===== config.mk =====
export PLATFORM = sky130hd
export DESIGN_NAME = serial_frame_receiver_crc_check
export DESIGN_NICKNAME = d
export VERILOG_FILES = /design/src/sv/sfr_pkg.sv /design/src/sv/sfr_countdown.sv /design/src/sv/serial_frame_receiver_crc_check.sv
export SDC_FILE = /design/constraint.sdc
export NUM_CORES = 1
export LEC_CHECK = 0
export ABC_CLOCK_PERIOD_IN_PS = 4300
export BUFFER_PORTS_ARGS = -buffer_cell sky130_fd_sc_hd__buf_2
export CORE_ASPECT_RATIO = 2
export CORE_MARGIN = 2
export CORE_UTILIZATION = 40
export DETAILED_ROUTE_END_ITERATION = 8
export SYNTH_ARGS = -nofsm -noshare
export SYNTH_HDL_FRONTEND = slang
export SYNTH_SLANG_ARGS = --single-unit

===== constraint.sdc =====
create_clock -name clk -period 4.3 [get_ports clk]
set_input_delay 1.075 -clock clk [delete_from_list [all_inputs] [get_ports clk]]
set_output_delay 1.075 -clock clk [all_outputs]
set_load 0.005 [all_outputs]

===== src/sv/sfr_pkg.sv =====
// Shared types, constants and the CRC-16 byte update for the serial frame receiver.
package sfr_pkg;

  // Field widths.
  localparam int CmdW    = 2;
  localparam int ByteW   = 8;
  localparam int MsW     = 10;
  localparam int SecW    = 8;
  localparam int CrcW    = 16;
  localparam int CfgIdxW = 3;
  localparam int CfgDatW = 10;

  // Default frame buffer depth in bytes.
  localparam int FrameMaxDef = 53;

  // Input item commands.
  typedef enum logic [CmdW-1:0] {
    CMD_BYTE = 2'd0,
    CMD_MS   = 2'd1,
    CMD_SEC  = 2'd2,
    CMD_NONE = 2'd3
  } cmd_t;

  // Configuration register indexes.
  localparam logic [CfgIdxW-1:0] REG_GAP_LIMIT    = 3'd0;
  localparam logic [CfgIdxW-1:0] REG_FRAME_HOLD   = 3'd1;
  localparam logic [CfgIdxW-1:0] REG_TIMEOUT_HOLD = 3'd2;
  localparam logic [CfgIdxW-1:0] REG_REPLY_DELAY  = 3'd3;
  localparam logic [CfgIdxW-1:0] REG_FAULT_LIMIT  = 3'd4;

  // Register reset values.
  localparam logic [MsW-1:0]  GapLimitRst    = 10'd50;
  localparam logic [MsW-1:0]  FrameHoldRst   = 10'd50;
  localparam logic [MsW-1:0]  TimeoutHoldRst = 10'd10;
  localparam logic [MsW-1:0]  ReplyDelayRst  = 10'd10;
  localparam logic [SecW-1:0] FaultLimitRst  = 8'd30;

  // Receive hold is armed out of reset with a short delay.
  localparam logic [MsW-1:0]  RxHoldRst      = 10'd5;

  // Protocol byte values.
  localparam logic [ByteW-1:0] ADDR_TEST   = 8'h00;
  localparam logic [ByteW-1:0] ADDR_NORMAL = 8'h01;
  localparam logic [ByteW-1:0] FUNC_READ   = 8'h03;
  localparam logic [ByteW-1:0] FUNC_TEST   = 8'hAA;

  // CRC-16 (reflected polynomial) constants.
  localparam logic [CrcW-1:0] CrcPoly = 16'hA001;
  localparam logic [CrcW-1:0] CrcInit = 16'hFFFF;

  // Countdown control bundle from the frame logic to a timer.
  typedef struct packed {
    logic           tick;
    logic           load;
    logic           clear;
    logic [MsW-1:0] load_val;
  } cd_ctrl_t;

  // One byte of the Modbus CRC-16, bit by bit.
  function automatic logic [CrcW-1:0] crc_byte(input logic [CrcW-1:0] crc_in,
                                               input logic [ByteW-1:0] b);
    logic [CrcW-1:0] c;
    c = crc_in ^ {8'h00, b};
    for (int k = 0; k < 8; k++) begin
      c = c[0] ? ((c >> 1) ^ CrcPoly) : (c >> 1);
    end
    return c;
  endfunction

endpackage


===== src/sv/sfr_countdown.sv =====
// Millisecond countdown that pulses once when it runs out.
module sfr_countdown #(
  parameter logic                  ARM_RST   = 1'b0,
  parameter logic [sfr_pkg::MsW-1:0] TIMER_RST = '0
) (
  input  logic                clk,
  input  logic                rst_n,
  input  sfr_pkg::cd_ctrl_t   ctrl,
  output logic                expire
);
  import sfr_pkg::*;

  logic           armed_r, armed_nxt;
  logic [MsW-1:0] timer_r, timer_nxt;

  // Expiry is judged on the state before this item.
  assign expire = ctrl.tick && armed_r && (timer_r <= MsW'(1));

  // Clear wins over a load, and a load wins over counting.
  always_comb begin
    armed_nxt = armed_r;
    timer_nxt = timer_r;
    if (ctrl.clear) begin
      armed_nxt = 1'b0;
      timer_nxt = '0;
    end else if (ctrl.load) begin
      armed_nxt = 1'b1;
      timer_nxt = ctrl.load_val;
    end else if (ctrl.tick && armed_r) begin
      if (timer_r <= MsW'(1)) begin
        armed_nxt = 1'b0;
        timer_nxt = '0;
      end else begin
        timer_nxt = timer_r - MsW'(1);
      end
    end
  end

  always_ff @(posedge clk) begin
    if (!rst_n) begin
      armed_r <= ARM_RST;
      timer_r <= TIMER_RST;
    end else begin
      armed_r <= armed_nxt;
      timer_r <= timer_nxt;
    end
  end

endmodule


===== src/sv/serial_frame_receiver_crc_check.sv =====
// Top level of the serial frame receiver with CRC-16 request check.
//
// Each input transaction carries a received byte, a millisecond or second
// tick, or nothing, and yields exactly one result transaction in the next
// cycle. The block takes one transaction per clock, updating frame state,
// CRC-16 and all timers together; the result is registered, so in_stall
// rises only while a result is held and out_stall is high. Configuration
// writes are always ready; the user must issue them only while the block
// is idle (not checked). FRAME_MAX sets the frame buffer depth in bytes.
module serial_frame_receiver_crc_check #(
  parameter int FRAME_MAX = sfr_pkg::FrameMaxDef
) (
  input  logic                          clk,
  input  logic                          rst_n,
  // Input channel.
  input  logic                          in_valid,
  output logic                          in_stall,
  input  logic [sfr_pkg::CmdW-1:0]      in_cmd,
  input  logic [sfr_pkg::ByteW-1:0]     in_rx_byte,
  // Result channel.
  output logic                          out_valid,
  input  logic                          out_stall,
  output logic                          out_frame_done,
  output logic                          out_frame_timed_out,
  output logic                          out_request_ok,
  output logic                          out_rx_allowed,
  output logic                          out_tx_allowed,
  output logic                          out_link_fault,
  output logic                          out_in_test_mode,
  output logic                          out_rx_busy,
  output logic [sfr_pkg::ByteW-1:0]     out_function_code,
  // Configuration channel.
  input  logic                          cfg_valid,
  output logic                          cfg_ready,
  input  logic [sfr_pkg::CfgIdxW-1:0]   cfg_index,
  input  logic [sfr_pkg::CfgDatW-1:0]   cfg_data
);
  import sfr_pkg::*;

  localparam int IdxW = $clog2(FRAME_MAX + 1);
  localparam logic [IdxW-1:0] IdxMax = IdxW'(FRAME_MAX);

  // Configuration registers.
  logic [MsW-1:0]  gap_limit_r, frame_hold_r, timeout_hold_r, reply_delay_r;
  logic [SecW-1:0] fault_limit_r;

  // Frame state.
  logic            busy_r, busy_nxt;
  logic            test_mode_r, test_mode_nxt;
  logic [IdxW-1:0] idx_r, idx_nxt;
  logic [ByteW-1:0] func_r, func_nxt;
  logic [CrcW-1:0] crc_r, crc_nxt;
  logic [ByteW-1:0] crc_lo_r, crc_lo_nxt, crc_hi_r, crc_hi_nxt;
  logic [MsW-1:0]  gap_r, gap_nxt;
  logic            fault_r, fault_nxt;
  logic [SecW-1:0] fault_tmr_r, fault_tmr_nxt;

  // Result register.
  logic            out_valid_r;
  logic            done_r, tmo_r, req_ok_r, rx_pulse_r, tx_pulse_r;
  logic            fault_out_r, test_out_r, busy_out_r;
  logic [ByteW-1:0] func_out_r;

  logic            in_accept;
  logic            done, tmo, req_ok;
  logic            rx_pulse, tx_pulse;
  cmd_t            cmd;
  cd_ctrl_t        rx_ctrl, tx_ctrl;

  // Intermediate values of the byte path.
  logic [IdxW-1:0] idx_inc;
  logic [ByteW-1:0] func_b;
  logic [CrcW-1:0] crc_b;
  logic [ByteW-1:0] lo_b, hi_b;
  logic [MsW-1:0]  gap_inc;
  logic [SecW-1:0] ftmr_inc;

  assign cfg_ready = 1'b1;
  assign in_stall  = out_valid_r && out_stall;
  assign in_accept = in_valid && !in_stall;
  assign cmd       = cmd_t'(in_cmd);

  // Configuration writes; unknown indexes are ignored.
  always_ff @(posedge clk) begin
    if (!rst_n) begin
      gap_limit_r    <= GapLimitRst;
      frame_hold_r   <= FrameHoldRst;
      timeout_hold_r <= TimeoutHoldRst;
      reply_delay_r  <= ReplyDelayRst;
      fault_limit_r  <= FaultLimitRst;
    end else if (cfg_valid && cfg_ready) begin
      unique case (cfg_index)
        REG_GAP_LIMIT:    gap_limit_r    <= cfg_data;
        REG_FRAME_HOLD:   frame_hold_r   <= cfg_data;
        REG_TIMEOUT_HOLD: timeout_hold_r <= cfg_data;
        REG_REPLY_DELAY:  reply_delay_r  <= cfg_data;
        REG_FAULT_LIMIT:  fault_limit_r  <= cfg_data[SecW-1:0];
        default: ;
      endcase
    end
  end

  // Byte path values, as if the byte lands in a busy frame.
  always_comb begin
    idx_inc = (idx_r < IdxMax) ? idx_r + IdxW'(1) : idx_r;
    func_b  = (idx_r == IdxW'(1)) ? in_rx_byte : func_r;
    crc_b   = (idx_r < IdxW'(6)) ? crc_byte(crc_r, in_rx_byte) : crc_r;
    lo_b    = (idx_r == IdxW'(6)) ? in_rx_byte : crc_lo_r;
    hi_b    = (idx_r == IdxW'(7)) ? in_rx_byte : crc_hi_r;
    gap_inc = (gap_r != '1) ? gap_r + MsW'(1) : gap_r;
    ftmr_inc = (fault_tmr_r != '1) ? fault_tmr_r + SecW'(1) : fault_tmr_r;
  end

  // Next state for one accepted transaction.
  always_comb begin
    busy_nxt      = busy_r;
    test_mode_nxt = test_mode_r;
    idx_nxt       = idx_r;
    func_nxt      = func_r;
    crc_nxt       = crc_r;
    crc_lo_nxt    = crc_lo_r;
    crc_hi_nxt    = crc_hi_r;
    gap_nxt       = gap_r;
    fault_nxt     = fault_r;
    fault_tmr_nxt = fault_tmr_r;
    done          = 1'b0;
    tmo           = 1'b0;
    req_ok        = 1'b0;
    rx_ctrl       = '{tick: 1'b0, load: 1'b0, clear: 1'b0, load_val: frame_hold_r};
    tx_ctrl       = '{tick: 1'b0, load: 1'b0, clear: 1'b0, load_val: reply_delay_r};

    if (in_accept) begin
      unique case (cmd)
        CMD_BYTE: begin
          gap_nxt = '0;
          if (!busy_r) begin
            // Frame start on an address byte.
            if (in_rx_byte == ADDR_TEST ||
                (in_rx_byte == ADDR_NORMAL && !test_mode_r)) begin
              if (in_rx_byte == ADDR_TEST) begin
                test_mode_nxt = 1'b1;
              end
              busy_nxt = 1'b1;
              idx_nxt  = IdxW'(1);
              crc_nxt  = crc_byte(CrcInit, in_rx_byte);
            end
          end else begin
            func_nxt   = func_b;
            crc_nxt    = crc_b;
            crc_lo_nxt = lo_b;
            crc_hi_nxt = hi_b;
            idx_nxt    = idx_inc;
            // Frame end by length.
            if (!test_mode_r) begin
              done = (func_b == FUNC_READ && idx_inc >= IdxW'(8)) || idx_inc >= IdxMax;
            end else begin
              done = (func_b == FUNC_TEST && idx_inc >= IdxW'(8));
            end
            if (done) begin
              busy_nxt     = 1'b0;
              idx_nxt      = '0;
              rx_ctrl.load = 1'b1;
              req_ok = (func_b == FUNC_TEST) && (crc_b[7:0] == lo_b) &&
                       (crc_b[15:8] == hi_b);
              if (req_ok) begin
                tx_ctrl.load  = 1'b1;
                rx_ctrl.clear = 1'b1;
                fault_nxt     = 1'b0;
                fault_tmr_nxt = '0;
              end
            end
          end
        end
        CMD_MS: begin
          rx_ctrl.tick = 1'b1;
          tx_ctrl.tick = 1'b1;
          if (busy_r) begin
            gap_nxt = gap_inc;
            // Gap timeout ends the frame and rearms the receive hold.
            if (gap_inc >= gap_limit_r) begin
              gap_nxt          = '0;
              busy_nxt         = 1'b0;
              idx_nxt          = '0;
              tmo              = 1'b1;
              rx_ctrl.load     = 1'b1;
              rx_ctrl.load_val = timeout_hold_r;
            end
          end
        end
        CMD_SEC: begin
          if (!fault_r) begin
            fault_tmr_nxt = ftmr_inc;
            if (ftmr_inc >= fault_limit_r) begin
              fault_tmr_nxt = '0;
              fault_nxt     = 1'b1;
            end
          end
        end
        CMD_NONE: ;
        default: ;
      endcase
    end
  end

  // Receive hold and reply delay timers.
  sfr_countdown #(
    .ARM_RST   (1'b1),
    .TIMER_RST (RxHoldRst)
  ) u_rx_hold (
    .clk    (clk),
    .rst_n  (rst_n),
    .ctrl   (rx_ctrl),
    .expire (rx_pulse)
  );

  sfr_countdown #(
    .ARM_RST   (1'b0),
    .TIMER_RST ('0)
  ) u_tx_delay (
    .clk    (clk),
    .rst_n  (rst_n),
    .ctrl   (tx_ctrl),
    .expire (tx_pulse)
  );

  // Frame state registers.
  always_ff @(posedge clk) begin
    if (!rst_n) begin
      busy_r      <= 1'b0;
      test_mode_r <= 1'b0;
      idx_r       <= '0;
      func_r      <= '0;
      crc_r       <= CrcInit;
      crc_lo_r    <= '0;
      crc_hi_r    <= '0;
      gap_r       <= '0;
      fault_r     <= 1'b0;
      fault_tmr_r <= '0;
    end else begin
      busy_r      <= busy_nxt;
      test_mode_r <= test_mode_nxt;
      idx_r       <= idx_nxt;
      func_r      <= func_nxt;
      crc_r       <= crc_nxt;
      crc_lo_r    <= crc_lo_nxt;
      crc_hi_r    <= crc_hi_nxt;
      gap_r       <= gap_nxt;
      fault_r     <= fault_nxt;
      fault_tmr_r <= fault_tmr_nxt;
    end
  end

  // Result register; it loads whenever it is empty or being drained.
  always_ff @(posedge clk) begin
    if (!rst_n) begin
      out_valid_r <= 1'b0;
    end else if (!in_stall) begin
      out_valid_r <= in_valid;
    end
  end

  always_ff @(posedge clk) begin
    if (in_accept) begin
      done_r      <= done;
      tmo_r       <= tmo;
      req_ok_r    <= req_ok;
      rx_pulse_r  <= rx_pulse;
      tx_pulse_r  <= tx_pulse;
      fault_out_r <= fault_nxt;
      test_out_r  <= test_mode_nxt;
      busy_out_r  <= busy_nxt;
      func_out_r  <= func_nxt;
    end
  end

  assign out_valid           = out_valid_r;
  assign out_frame_done      = done_r;
  assign out_frame_timed_out = tmo_r;
  assign out_request_ok      = req_ok_r;
  assign out_rx_allowed      = rx_pulse_r;
  assign out_tx_allowed      = tx_pulse_r;
  assign out_link_fault      = fault_out_r;
  assign out_in_test_mode    = test_out_r;
  assign out_rx_busy         = busy_out_r;
  assign out_function_code   = func_out_r;

endmodule


==> run metrics, run 1 <==
status finished, final reports clean; first-pass GRT wire length approximately 41 mm; synthesis warning total 0; num ports 47; dominant synthesized flop cell dfxtp_1; mapped cell area approximately 0.0089 sq mm; Synth cell types 85; Worst Hold Slack 0.453 ns; max-cap viol count 0; worst hold path depth 2; max-slew violation count 0; Setup CP Type reg2reg; slowest cell on the critical path dfxtp_1; vias in the first global route between 7000 and 8000; drt first pass iters 7; Worst EP required approximately 4.7 ns; DRT Wirelength between 20 and 30 mm; gpl congestion around 0.9; Row Count 77; DP Cell Count 1364; Crit path arrival time between 4 and 5 ns; ys async rst share 0; post-cts resize count 0; power density over cell area roughly 330 mW/mm^2; Slew HR 0.372; largest net degree at the start of global routing 66; period utilization 0.907; final core occ 0.459; Mean Syn Cell Area between 8 and 9 sq um; Worst path top cell family by delay compound AO/OA/AOI/OAI gates; die area 0.0235 sq mm; DR WL/cell 18.9 um; Num CTS Buffers 17; clock skew about 0.011 ns; clock tree sinks around 150; initial antenna violation count 1; met1 Resource Use GR 0.221; gr busiest metal met2; antenna viol nets, final 0; post-synth net total about 1100; P&R area growth vs syn 13.5%; Hold Fails Final Rpt 0; fin crit period approximately 3.9 ns; FF-to-FF setup slack between 0.3 and 0.4 ns; critical path, cell by cell ha_1 -> and3_1 -> and2_1 -> nand3_2 -> nand3_1 -> o21a_1 -> ha_1 -> a21o_1 -> a2111oi_0 -> o21ai_1 -> a211oi_2 -> nor2_1 -> o21a_2 -> or3_1 -> a21o_1 -> a21oi_1; CTS tree built; Hold Path Class reg2reg; Slew @ Worst Pin ~0.94 ns; Port Buffer Count 45; Cells after Synth 1064; crit end category flop; clock latency on the worst-skew pair between 0.4 and 0.5 ns; GR Layer Usage met2 0.424; # diodes 0; NumNets Final approximately 1200; Die Span X 109 um; Crit Reg-Reg Startpoint gap_r[1]; Initial DRC Count ~340; RSZ-0062 raised after global routing false; DRC viols 0; Max Root-Sink Buffers 2; Hold EP timeout_hold_r[7]; total grt overflow 0; Core Area approximately 0.022 sq mm; fmax between 200 and 300 MHz; Hold Startpoint timeout_hold_r[7]; post-DR vias/cell 5.55; Worst R2R End u_rx_hold.timer_r[8]; root buf cell clkbuf_16; Critical Path Start Type flop; CTS Hold Buffers Added 0; Worst-path clk slew about 0.06 ns; count of final setup violators 0; Starting Density 0.405; maximum VDD drop roughly 260 uV; WP depth 16; max incr delay on CP 0.38 ns; sequential area share after synthesis 0.365; leakage roughly 3.9 nW; Die H between 200 and 250 um; Total Routing Usage GR 0.233; cells on worst reg2reg path 16; number of enable flip-flop cells after synthesis 16; share of cells above drive strength 1 0.137; GRT met3 Usage 0.0503; detailed placer's ending HPWL 20.2 mm; depth of the CTS H-tree 4; Worst Path Buf+Inv 0; via count between 7000 and 8000; Worst Path Max Fanout 18; final std cells w/o fill around 1400; setup bufs post-CTS 0; post-synthesis register bit count 154
-- metrics by stage --
stage,instance area [sq um],setup TNS [ns],worst slack [ns],total power [mW]
finish,10100,0,0.398,3.37
global route,10100,0,0.00315,3.48
CTS,10100,0,0.0896,3.39
detailed placement,9460,0,0.0374,1.83
global placement,9460,-0.0481,-0.0244,1.83
floorplan,8890,0,0.460,1.73
-- Yosys cell counts (all sizes together) (5+ instances only) --
library cell  count  area (sq um)
xnor2            28           290
a21o              8          60.1
nand2b           11          68.8
or2               6          37.5
nor4             12           105
a211oi            6          45.0
ha               33           413
nand2           169           634
o211ai           16           120
o21a              9          67.6
buf              15           109
mux2i            42           420
a2111oi           5          62.6
mux2             14           158
nand3b            8          60.1
edfxtp           16           480
or3               8          55.1
clkbuf           40           150
and3             13          81.3
o2bb2ai           5          43.8
a21oi            99           495
inv              43           161
and2             19           121
nor2b            10          62.6
nor2             61           248
nand3            37           185
xor2             24           218
o22ai             6          37.5
a31oi            11          68.8
nor3             28           145
dfxtp           138          2760
o21ai            53           269
nand4            12          96.3
a211o             7          61.3
o31ai             5          37.5
-- cells in the final DEF (no fill, tap or decap), types with 14 or more instances in the layout --
master,Yosys,layout
a21oi_1,99,99
and2_1,18,17
buf_2,6,45
buf_4,4,34
clkbuf_16,0,21
dfxtp_1,138,138
edfxtp_1,16,16
ha_1,33,33
inv_1,41,41
mux2_2,14,14
mux2i_1,42,42
nand2_1,169,169
nand3_1,37,36
nor2_1,59,59
nor3_1,27,27
o211ai_1,16,16
o21ai_0,47,46
xnor2_1,25,25
xor2_1,23,23
-- kinds of logic after synthesis --
kind of cell	count (synthesis)	share of synthesized area
and+or+nand+nor	414	0.234
xor gates and xnor gates	56	0.0677
adders and majority gates	33	0.0464
other	1	0.000422
muxes	56	0.0650
DFF	154	0.365
buffers and inverters	100	0.0481
AOI/OAI and AO/OA	250	0.174
-- power by group --
group / leakage [nW] / switching [mW] / internal, mW
clock network: 0.303 / 0.634 / 0.926
registers: 1.28 / 0.0132 / 1.47
logic: 2.36 / 0.203 / 0.117
total: 3.94 / 0.851 / 2.51
-- layer usage --
metal	vias to the layer above	share of wire	wire (um)
li1	3841	-	-
met1	3617	0.34	9000
met2	184	0.54	14300
met3	97	0.037	967
met4	2	0.077	2040
met5	-	0.00030	8
-- worst register-to-register path: cells and delay by family, from the launching register on --
kind            cells  cell delay [ns]
fa+ha+maj           2             0.42
compound gates      8             1.77
flops               1             0.38
simple gates        6             1.25
-- cell type report --
type | instances | area, sq um
clock inverter | 6 | 43.8
sequential | 154 | 3240
multi-input combinational | 810 | 5230
fill | 2220 | 11900
clock buffer | 26 | 574
inverter | 45 | 169
tap | 276 | 345
timing repair buffer | 79 | 480
-- how the worst max path moves through the flow --
stage / from / end / slack [ns]
floorplan: gap_r[0] / u_rx_hold.timer_r[1] / 0.46
global placement: in_rx_byte[6] / u_rx_hold.timer_r[8] / -0.02
detailed placement: in_rx_byte[6] / u_rx_hold.timer_r[1] / 0.04
CTS: gap_r[1] / u_rx_hold.timer_r[8] / 0.09
global route: gap_r[1] / u_rx_hold.timer_r[1] / 0.003
finish: gap_r[1] / u_rx_hold.timer_r[8] / 0.40
-- state kept, by name (all words and copies together), names as in the netlist, 10 cells and up --
| signal | cells |
|---|---|
| crc_r | 16 |
| frame_hold_r | 10 |
| gap_limit_r | 10 |
| gap_r | 10 |
| reply_delay_r | 10 |
| timeout_hold_r | 10 |
| u_rx_hold.timer_r | 10 |
| u_tx_delay.timer_r | 10 |
(Power assumes the default switching activity.)
==> run 2: changes to the inputs <==
CORE_UTILIZATION = 60   (was 40)
PLACE_DENSITY = 0.84   (was unset)
==> run 2 against run 1 <==
Net effect: core utilization grew 22 points; via count grew 3.1%; sequential share of layout area grew 0.49 points; sequential power is essentially flat; register-to-register slack lost 0.10 ns; non-clock buffer count shrank 7; critical path type unchanged; largest cell class unchanged.
==> run metrics, run 2 (synthesized netlist as in run 1, its figures left out) <==
status finished, final reports clean; fin crit period roughly 4 ns; switch share 0.251; count of final setup violators 0; post-DR vias/cell about 6.1; FF-to-FF setup slack about 0.30 ns; commonest non-fill, non-tap cell in the layout nand2_1; Worst Hold Slack approximately 0.45 ns; max-cap viol count 0; most frequent cells in the layout nand2_1, dfxtp_1, a21oi_1; Hold Startpoint frame_hold_r[8]; critical path, cell by cell ha_1 -> and3_1 -> and2_4 -> nand3_2 -> nand3_1 -> o21a_1 -> ha_1 -> a21o_1 -> a2111oi_2 -> o21ai_1 -> a211oi_2 -> nor2_1 -> o21a_2 -> buf_4 -> or3_1 -> a21o_1 -> a21oi_1; Max Root-Sink Buffers 2; Initial DRC Count approximately 740; max-slew violation count 0; max FFs per register 16; P&R area growth vs syn 11.8%; fmax about 250 MHz; DR WL/cell ~17 um; Starting Density 0.607; clock latency on the worst-skew pair roughly 0.42 ns; root buf cell clkbuf_16; Slew HR 0.495; Comb pwr share 0.092; drt first pass iters 7; antenna viol nets, final 0; Setup CP Type reg2reg; gpl congestion a little under 0.9; Row Count 63; DRC viols 0; Worst Path Buf+Inv 1; initial antenna violation count 1; Crit path arrival time about 4.4 ns; total chip power roughly 3.3 mW; final std cells w/o fill around 1300; die area about 0.016 sq mm; num ports 47; Hold Fails Final Rpt 0; cells on worst reg2reg path 17; Reg with most FFs crc_r; final core occ 0.678; Die Span X about 90 um; total grt overflow 0; Worst EP required around 4.7 ns; P_int around 2.5 mW; maximum VDD drop 271 uV; Worst R2R End u_rx_hold.timer_r[8]; CTS tree built; share of cells above drive strength 1 0.130; Clk pwr share 0.465; Crit Reg-Reg Startpoint gap_r[1]; worst hold path depth 2; CTS Hold Buffers Added 0; Critical Path Start Type flop; Core Area between 0.01 and 0.015 sq mm; Slew @ Worst Pin around 0.76 ns; Seq pwr share 0.443; DP Cell Count about 1300; clock skew ~0.0082 ns; Hold Path Class reg2reg; via count 7981; setup_tns 0 ns; leakage a little under 4 nW; FILL cells about 1200; Total Routing Usage GR 0.291; power density over cell area about 340 mW/mm^2; DRT Wirelength approximately 23 mm; slowest cell on the critical path dfxtp_1; crit path from gap_r[1]; Port Buffer Count 45; largest net degree at the start of global routing slightly below 70; Die H 176 um; depth of the CTS H-tree 4; Worst-path clk slew approximately 0.070 ns; Worst path top cell family by delay compound AO/OA/AOI/OAI gates; first-pass GRT wire length roughly 38 mm; period utilization 0.931; Worst Path Max Fanout 13; clock tree sinks approximately 150; vias in the first global route about 7600; Psw around 0.84 mW; WP depth 17; detailed placer's ending HPWL 16.0 mm; crit end category flop; Num CTS Buffers 17; max incr delay on CP 0.41 ns; Setup crit end u_rx_hold.timer_r[8]; NumNets Final between 1000 and 1500
==> run 2: cell types whose count changed in the layout (fill, tap and decap cells not counted), moves of 3 or more <==
| cell | change |
|---|---|
| buf_4 | -8 |
| inv_6 | +3 |
| clkbuf_16 | -4 |
| clkbuf_8 | -3 |
| bufinv_16 | +3 |
==> run 2: repair_timing <==
item | 4_1_cts | 5_1_grt
setup buffers | 0 | 0
hold endpoints to repair | 0 | 0
endpoints found under the setup margin | 1 | 11
pin swaps | 0 | 1
gates resized for setup | 2 | 5
==> run 2: worst register-to-register path, cell delays in order, from the launching register on <==
cell and delay (ns):
dfxtp_1 0.41, ha_1 0.20, and3_1 0.20, and2_4 0.17, nand3_2 0.14, nand3_1 0.13, o21a_1 0.14, ha_1 0.24
a21o_1 0.20, a2111oi_2 0.37, o21ai_1 0.20, a211oi_2 0.28, nor2_1 0.14, o21a_2 0.28, buf_4 0.19, or3_1 0.36
a21o_1 0.18, a21oi_1 0.10
==> run 2: routing by layer <==
layer	global-route usage	vias up	wire [um]
met2	0.475	314	10700
met4	0.145	0	903
met3	0.0461	73	1340
met1	0.373	3757	9720
met5	0	-	0
li1	-	3837	-
==> run 2: worst min path at each step <==
stage               slack (ns)               endpoint
floorplan                 0.43      timeout_hold_r[8]
CTS                       0.45        frame_hold_r[8]
detailed placement        0.45        frame_hold_r[8]
finish                    0.45        frame_hold_r[8]
global route              0.48  u_tx_delay.timer_r[0]
global placement          0.44      timeout_hold_r[8]
==> run 2: cell type report <==
cell class | count | area [sq um] | area share
antenna | 1 | 2.50 | 0.000252
clock buffer | 19 | 433 | 0.0436
clock inverter | 13 | 166 | 0.0167
inverter | 45 | 169 | 0.0170
multi-input combinational | 810 | 5240 | 0.527
sequential | 154 | 3240 | 0.326
tap | 195 | 244 | 0.0245
timing repair buffer | 72 | 440 | 0.0443
==> run 2: stage by stage <==
| stage | setup slack [ns] | area, sq um |
|---|---|---|
| global placement | 0.153 | 9320 |
| global route | -0.00237 | 9940 |
| finish | 0.298 | 9940 |
| CTS | 0.0587 | 9920 |
| floorplan | 0.460 | 8890 |
| detailed placement | -0.0615 | 9320 |
==> run 2: power by group through the flow <==
stage | registers, mW | logic (mW) | clock network (mW)
floorplan | 1.51 | 0.213 | 0
detailed placement | 1.51 | 0.298 | 0
global route | 1.48 | 0.337 | 1.62
finish | 1.48 | 0.309 | 1.56
global placement | 1.51 | 0.291 | 0
CTS | 1.48 | 0.304 | 1.57
==> run 3: changes to the inputs <==
ABC_CLOCK_PERIOD_IN_PS = 4900   (was 4300)
PLACE_DENSITY = 0.78   (was 0.84)
clock period = 4.9 ns   (was 4.3 ns; I/O delays follow)
==> run 3 against run 2 <==
Net effect: worst setup slack improved by 0.27 ns; global-route usage decreased by 0.81 points; sequential power shrank 12%; first-iteration DRC count down 21%; final cell count decreased by 1.1%; power down 10%; count of clock-buffer cells in the layout fell by 1; combinational power shrank 15%; clock power decreased by 8%; core utilization shrank 0.68 points; via count shrank 2.5%; critical path type unchanged; critical endpoint unchanged; largest cell class unchanged.
==> run metrics, run 3 (synthesized netlist as in run 1, its figures left out) <==
status finished, final reports clean; Worst-path clk slew about 0.06 ns; Worst Hold Slack about 0.45 ns; most frequent cells in the layout nand2_1, dfxtp_1, a21oi_1; num ports 47; P&R area growth vs syn 10.7%; drt first pass iters 5; commonest non-fill, non-tap cell in the layout nand2_1; Die Span X ~90 um; DP Worst Slack roughly 0.55 ns; depth of the CTS H-tree 4; gpl congestion just under 0.9; NumNets Final around 1100; RSZ-0062 raised after global routing false; Max Root-Sink Buffers 2; Reg with most FFs crc_r; Crit path arrival time about 4.7 ns; Worst Path Max Fanout 25; Slew @ Worst Pin roughly 1 ns; Worst EP required about 5.3 ns; final std cells w/o fill approximately 1300; count of final setup violators 0; crit end category flop; power density over cell area slightly above 300 mW/mm^2; detailed placer's ending HPWL between 15 and 20 mm; root buf cell clkbuf_16; period utilization 0.884; Hold Fails Final Rpt 0; max FFs per register 16; Num CTS Buffers 17; register area about 0.0032 sq mm; max-slew violation count 0; DR WL/cell 17.0 um; Setup WS post-layout 0.566 ns; maximum VDD drop around 270 uV; die area ~0.016 sq mm; antenna viol nets, final 0; FILL cells between 1000 and 1500; fmax approximately 230 MHz; Slew HR 0.327; clock skew roughly 0.011 ns; Starting Density 0.607; CTS Hold Buffers Added 0; Row Count 63; via count 7785; first-pass GRT wire length around 37 mm; setup_tns 0 ns; DRC viols 0; multi-input combinational cell area 0.00522 sq mm; Die H roughly 180 um; # diodes 0; DP Cell Count 1262; max-cap viol count 0; Port Buffer Count 45; share of cells above drive strength 1 0.117; Total Routing Usage GR 0.283; leakage between 3 and 4 nW; clock latency on the worst-skew pair ~0.43 ns; setup bufs post-CTS 0; Hold Path Class reg2reg; post-cts resize count 0; Setup CP Type reg2reg; vias in the first global route roughly 7600; CTS tree built; fin crit period approximately 4.3 ns; total grt overflow 0; initial antenna violation count 0; DRT Wirelength ~22 mm; Initial DRC Count 585; clock tree sinks ~150; largest net degree at the start of global routing between 50 and 60; Core Area 0.0147 sq mm; Critical Path Start Type flop; post-DR vias/cell between 6 and 7
==> run 3: changes by cell type in the layout (fill, tap and decap cells not counted), sizes merged <==
cell / previous run / this run
inv: 48 / 49
clkinvlp: 3 / 2
clkbuf: 19 / 18
diode: 1 / 0
bufinv: 3 / 4
buf: 72 / 58
==> run 3: power breakdown <==
| part | leakage, nW | internal, mW | switching [mW] |
|---|---|---|---|
| combinational | 2.25 | 0.0978 | 0.165 |
| sequential | 1.28 | 1.29 | 0.0102 |
| clock | 0.306 | 0.868 | 0.566 |
| total | 3.83 | 2.26 | 0.742 |
==> run 3: final cells by class <==
class | count | share of cell area
Inverter | 45 | 0.0172
Clock buffer | 18 | 0.0436
Timing Repair Buffer | 58 | 0.0328
Clock inverter | 14 | 0.0214
Tap cell | 195 | 0.0248
Sequential cell | 154 | 0.330
Multi-Input combinational cell | 810 | 0.531
==> run 3: final timing paths <==
check                start              endpoint  slack, ns  cells past startpoint
setup / recovery  gap_r[0]  u_rx_hold.timer_r[8]       0.57                     17
hold / removal    gap_r[8]              gap_r[8]       0.45                      2
setup reg to reg  gap_r[0]  u_rx_hold.timer_r[8]       0.57                     17
hold reg to reg   gap_r[8]              gap_r[8]       0.45                      2
==> run 3: routing by layer <==
metal,GRT usage,part of all wire,vias to the layer above
met2,0.481,0.49,266
met5,0,0,-
li1,-,-,3804
met3,0.0461,0.053,52
met4,0.118,0.032,0
met1,0.355,0.43,3663
==> run 3: through the flow <==
| stage | util | total power, mW | cell area, sq um |
|---|---|---|---|
| after floorplan | - | 1.51 | 8890 |
| after global placement | 0.627 | 1.58 | 9200 |
| after detailed placement | 0.627 | 1.59 | 9200 |
| after CTS | 0.671 | 3.01 | 9840 |
| after global routing | 0.671 | 3.09 | 9840 |
| final | 0.671 | 3.00 | 9840 |
==> run 3: worst max-delay path: stages (launching register included) <==
cell       delay [ns]
dfxtp_1          0.42
ha_1             0.19
and3_1           0.19
and2_1           0.20
nand3_1          0.30
nand3_1          0.19
o21a_1           0.15
ha_1             0.24
a21o_1           0.18
a2111oi_0        0.34
o21ai_0          0.20
a211oi_1         0.43
nor2_1           0.16
o21a_1           0.21
buf_4            0.21
or3_1            0.36
a21o_1           0.18
a21oi_1          0.10
